--- config.mk ---
export PLATFORM = sky130hd
export DESIGN_NAME = kpc_divider
export DESIGN_NICKNAME = d
export VERILOG_FILES = /design/src/hdl/kpc_pkg.sv /design/src/hdl/kpc_divider.sv
export SDC_FILE = /design/constraint.sdc
export NUM_CORES = 1
export LEC_CHECK = 0
export BUFFER_PORTS_ARGS = -buffer_cell sky130_fd_sc_hd__buf_2
export CAP_MARGIN = 20
export CORE_AREA = 10 10 106 98
export CTS_CLUSTER_DIAMETER = 60
export DETAILED_ROUTE_END_ITERATION = 8
export DIE_AREA = 0 0 116 108
export GPL_TIMING_DRIVEN = 0
export PLACE_DENSITY = 0.75
export SLEW_MARGIN = 20
export SYNTH_ARGS = -nofsm -noshare
export SYNTH_HDL_FRONTEND = slang
export SYNTH_SLANG_ARGS = --single-unit
--- constraint.sdc ---
create_clock -name clock -period 9.06 [get_ports clock]
set_clock_uncertainty 0.15 [all_clocks]
set_input_delay 0.906 -clock clock [delete_from_list [all_inputs] [get_ports clock]]
set_output_delay 0.906 -clock clock [all_outputs]
set_load 0.005 [all_outputs]
--- src/hdl/kpc_pkg.sv ---
`timescale 1ns / 1ps
package kpc_pkg;
   localparam int MaxPoints   = 1024;
   localparam int MaxClusters = 16;
   localparam int CoordWidth  = 16;
   localparam int PtIdxW      = 10;
   localparam int ClIdxW      = 4;
   localparam int CntW        = 11;
   localparam int SumW        = 27;
   localparam int DistW       = 35;

   localparam logic [1:0] ACT_LOAD    = 2'd0;
   localparam logic [1:0] ACT_RUN     = 2'd1;
   localparam logic [1:0] ACT_READ    = 2'd2;
   localparam logic [1:0] ACT_IGNORED = 2'd3;

   localparam logic [1:0] REG_K  = 2'd0;
   localparam logic [1:0] REG_IT = 2'd1;
   localparam logic [1:0] REG_N  = 2'd2;

   typedef struct packed {
      logic start;
      logic signed [SumW-1:0] dividend;
      logic [CntW-1:0] divisor;
   } div_req_type;
endpackage

--- src/hdl/kpc_divider.sv ---
`timescale 1ns / 1ps
module kpc_divider (
   input  logic clock,
   input  logic reset,
   input  kpc_pkg::div_req_type req,
   output logic busy,
   output logic signed [kpc_pkg::CoordWidth-1:0] quotient
);
   import kpc_pkg::*;
   // restoring divide on magnitudes, one bit per cycle
   logic [SumW-1:0] rem_ff, rem_in, quo_ff, quo_in;
   logic [CntW-1:0] den_ff, den_in;
   logic [4:0] cnt_ff, cnt_in;
   logic neg_ff, neg_in, busy_ff, busy_in;
   logic [SumW:0] trial;
   logic [SumW-1:0] shifted;
   logic [SumW-1:0] qmag;

   always_comb begin
      rem_in = rem_ff; quo_in = quo_ff; den_in = den_ff; cnt_in = cnt_ff;
      neg_in = neg_ff; busy_in = busy_ff;
      shifted = '0; trial = '0;
      if (req.start) begin
         quo_in = req.dividend[SumW-1] ? SumW'(-req.dividend) : req.dividend;
         rem_in = '0; den_in = req.divisor; neg_in = req.dividend[SumW-1];
         cnt_in = 5'(SumW); busy_in = 1'b1;
      end else if (busy_ff) begin
         shifted = {rem_ff[SumW-2:0], quo_ff[SumW-1]};
         trial = {1'b0, shifted} - {{(SumW+1-CntW){1'b0}}, den_ff};
         quo_in = {quo_ff[SumW-2:0], ~trial[SumW]};
         rem_in = trial[SumW] ? shifted : trial[SumW-1:0];
         cnt_in = cnt_ff - 5'd1;
         if (cnt_ff == 5'd1) busy_in = 1'b0;
      end
   end

   always_ff @(posedge clock) begin
      if (reset) begin
         busy_ff <= 1'b0; cnt_ff <= '0;
      end else begin
         busy_ff <= busy_in; cnt_ff <= cnt_in;
      end
      rem_ff <= rem_in; quo_ff <= quo_in; den_ff <= den_in; neg_ff <= neg_in;
   end

   assign qmag = neg_ff ? SumW'(-quo_ff) : quo_ff;
   assign quotient = qmag[CoordWidth-1:0];
   assign busy = busy_ff | req.start;
endmodule

# Word level (Yosys, flattened, before mapping)
# Index checks and enable logic that the tools add are counted.
# classes
addsub	4
n_eq_ne	1
muxes	10
bitwise	2
n_reduce_logical	2
# ops
op	n
27-bit 2-to-1 mux	3
27-bit by 11-bit subtractor with 28-bit output	1
27-bit negation	1
26-bit 2-to-1 mux	1
16-bit 2-to-1 mux	1
16-bit negation	1
5-bit 2-to-1 mux	2
5-bit by 1-bit == test with 1-bit output (second input constant)	1
5-bit by 1-bit subtractor with 5-bit output (second input constant)	1
1-bit 2-to-1 mux	3
2-bit nonzero test	1
2-bit OR reduction	1
1-bit NOT	1
1-bit bitwise OR	1
# totals
reg_bits	71
input_bits	41
out_inout_bits	17
wordCells	26

# Depth between registers and ports, before layout
# depth
depth_word	4
ltp_mapped	11
ltp_nobuf	11

# Least setup slack after synthesis
# OpenSTA, ideal clock, no wires.
# synth_path
path_type	in2reg
start	in req[16] in the netlist's numbering
end	reg quo_ff[22], data pin
setup_time_ps	270
arrival_time_ps	3052
required_time_ps	8640
slack_ps	5588
path_stages	7
path_buffers	0
path_cell_list	or4_4 -> or4_4 -> or2_4 -> or4_4 -> o41ai_2 -> xor2_1 -> a21oi_1
# synth_via
elab_chain_cells	3
# synth_lines
element	line	rtl
from (decl)	kpc_divider.sv:5	input kpc_pkg::div_req_type req,
27-bit negation	kpc_divider.sv:24	quo_in = req.dividend[SumW-1] ? SumW'(-req.dividend) : req.dividend;
27-bit 2-to-1 mux	kpc_divider.sv:24	
27-bit 2-to-1 mux	kpc_divider.sv:23	if (req.start) begin
named net quo_in[22]	kpc_divider.sv:11	logic [SumW-1:0] rem_ff, rem_in, quo_ff, quo_in;
to (signal assigned)	kpc_divider.sv:43	rem_ff <= rem_in; quo_ff <= quo_in; den_ff <= den_in; neg_ff <= neg_in;
to (decl)	kpc_divider.sv:11	
# The timed path passes the listed nets, and every way through them passes these cells.
# A chain may end at the register's enable or synchronous reset.

# Final worst setup path
# layout_path
start	in req[38] in the netlist's numbering
end	out busy
# layout_via
elab_chain_cells	1
# layout_lines
element	line	rtl
1-bit bitwise OR	kpc_divider.sv:48	assign busy = busy_ff | req.start;
to (decl)	kpc_divider.sv:6	output logic busy,
# Every way passes these cells.

==> flow_summary.toml <==
[die]
floorplan.io_pins = 58
die_area_um2 = 12500
die_h_um = 108
core_area_um2 = 8330
initial_cell_density_of_the_core = 0.529
core.rowCount = 32
die_wd_um = 116

[worst_setup_path]
cp.arrival_ps = 2970
reg2reg_depth = 11
type_of_element_capturing_the_critical_path = "output port"
setup.worst_path.class = "input port to output port"
crit_buf_inv = 4
worst-endpoint-required_ps = 8000
worst_r2r_startpoint = "quo_ff[26]"
slowest_stage = "sky130_fd_sc_hd__clkinv_1"
worstPathMaxFanout = 28
end_of_the_worst_register_to_register_path = "rem_ff[20]"
worst_path_dominant_cell_family = "buffers and inverters"
r2r_setup_slack_ps = 5780
path_cells = "buf_2, clkbuf_1, nor2_1, clkinv_1, buf_2"
crit_path_start_kind = "input port"
number_of_cells_on_the_critical_path = 5
slowest_stage_delay_on_critical_path_ps = 850
cpMostUsedCell = "sky130_fd_sc_hd__buf_2"

[hold_path]
min_delay_path_depth = 2
min_delay_worst_endpoint = "rem_ff[7]"
hold_path.class = "register to register"
worst_hold_startpoint = "rem_ff[7]"

[sta]
finalCritPeriodShare = 0.445
report.final.hold_viol_count = 0
finalSetupTns_ps = 0
rsz0062_at_grt = "no"
achievable-frequency_ghz = 0.248
post-route-min-period_ps = 4030
fin_worst_hold_slack_ps = 349
timing_worst_slew_pin_value_ps = 1010
slew_headroom = 0.326
setup-violations-final = 0
slew_violations = 0
postLayoutSetupSlackWorst_ps = 5030

[final_layout]
synthToLayoutAreaGrowth_pct = 14.4
register_area_um2 = 1810
stdcell_area_um2 = 5040
antenna_cells = 0
drive_above_1_share = 0.185
layoutNonFillerInstCount = 647
mostFrequentLayoutCells = "sky130_fd_sc_hd__nor2_1, sky130_fd_sc_hd__buf_2, sky130_fd_sc_hd__edfxtp_1, sky130_fd_sc_hd__xnor2_1, sky130_fd_sc_hd__dfxtp_1"
fin_nets = 597
multi_input_area_um2 = 2410
post-route-util = 0.605
mostFrequentLayoutCell = "sky130_fd_sc_hd__nor2_1"
nFillCells = 763

[logic_synthesis]
postSynthNetCount = 529
post_synth_instance_area_um2 = 4400
synth-edff-count = 39
synth_async_sr_flop_share = 0
synth-seq-cells = 71
ys_seq_area_frac = 0.411
synth.yosys.warnings = 0
ys_types = 52
post_synth_top_flop = "sky130_fd_sc_hd__edfxtp_1"
synth_area_per_cell_um2 = 9.33
synth_cells = 472

[place]
post-dp-hpwl_um = 7860
worst_slack_at_placement_ps = 5050
dp_cells = 631
port_buffers = 57
place_congestion = 0.886
place_area_um2 = 4820

[grt]
grt_first_pass_wirelength_um = 17400
antenna_found_initial = 0
global_route.overflow_total = 0
grt_max_degree = 29
grt_util_all_layers = 0.171
first_global_vias = 3656

[routing]
vias_per_cell = 5.69
post_drt_antenna_nets = 0
drt_iter0_drc = 210
detail_route.drc_violations = 0
routed_wire_length_per_instance_um = 16.6
routed-via-count = 3682
postRouteWirelength_um = 10700
drt_pass1_iterations = 5

[pwr]
power.total_mw = 0.940
netSwitchingPower_mw = 0.289
internal_power_mw = 0.652
total_leakage_power_nw = 2.01
swShare = 0.307
p_seq_frac = 0.434
peakVddDrop_mv = 0.0805
powerDensity_nw_per_um2 = 187
clockPowerShare = 0.305
comb_power_share = 0.260

[clocking]
clk_latency_ps = 340
cts_buffers = 9
clk_path_buf_depth = 2
cts.repair_timing.setup_buffer_count = 0
tritoncts_clock_tree = "yes"
path_clk_slew_ps = 80
clock_root_buffer = "sky130_fd_sc_hd__clkbuf_8"
total_of_cells_resized_after_clock_tree_synthesis = 0
htreeDepth = 3
post_cts_hold_buffer_count = 0
cts_sinks = 71

[status]
outcome = "complete, no violations"

[job]
timing.max_cap.violations = 0
[registers in the layout, summed over array words and instances, names as in the netlist]
| name | cells |
|---|---|
| neg_ff | 1 |
| den_ff | 11 |
| rem_ff | 26 |
| cnt_ff | 5 |
| quo_ff | 27 |
| busy_ff | 1 |
[tightest hold or removal path, cell delays in order (launching register included)]
cell and delay, ps:
sky130_fd_sc_hd__dfxtp_1 330, sky130_fd_sc_hd__nor2_1 90, sky130_fd_sc_hd__nor3_1 50
[Yosys cell counts (all sizes together), types with 2 or more instances]
cell    number  share of area
mux2i        5          0.011
a31oi        2         0.0028
nor3        12          0.014
or4         10          0.020
xor2        31          0.062
edfxtp      39           0.27
xnor2       32          0.064
dfxtp       32           0.15
and2         2         0.0028
o21ai       23          0.026
nand2b       7         0.0099
mux2        11          0.028
nor4         9          0.016
inv         23          0.020
o211a        2         0.0045
o31ai       13          0.023
nand4        4         0.0057
nand3        5         0.0057
nand2       25          0.021
or2          3         0.0048
clkbuf      16          0.014
a211oi      23          0.039
a21oi       24          0.027
a21o         4         0.0068
nor2        64          0.055
or3         10          0.014
o21a         2         0.0034
o41ai        4         0.0097
ha          15          0.043
buf          7         0.0077
[worst max-delay path by stage]
stage                 endpoint     from  slack (ps)
CTS                       busy  req[38]        5020
floorplan           quo_ff[22]  req[16]        5590
detailed placement        busy  req[38]        5050
finish                    busy  req[38]        5030
global placement          busy  req[38]        5100
global route              busy  req[38]        4830
[power by group through the flow]
stage                     clock network, mW  registers, mW  logic, mW
after global routing                  0.305          0.413      0.273
after CTS                             0.291          0.408      0.245
after global placement                    0          0.414      0.236
after detailed placement                  0          0.415      0.243
final                                 0.287          0.409      0.245
after floorplan                           0          0.407      0.178
[logic make-up after synthesis]
group | Yosys count | synth area share
mux | 16 | 0.0395
simple gates | 157 | 0.180
buf+inv | 46 | 0.0409
compound gates | 103 | 0.156
flops | 71 | 0.411
xor+xnor | 63 | 0.125
fa+ha+maj | 16 | 0.0472
[metal layers]
metal  part of all wire  track usage
met5                  0            0
met4             0.0098       0.0348
met3              0.052       0.0476
met2               0.48        0.286
met1               0.46        0.217
[area by class of cell]
class                      count  share of cell area
buffer                        23              0.0186
clock buffer                  11              0.0281
clock inverter                 5              0.0161
inverter                      23              0.0171
multi-input combinational    355               0.479
sequential                    71               0.359
tap                          102              0.0253
timing repair buffer          57              0.0566
No activity file was read; power rests on OpenSTA's default activity.
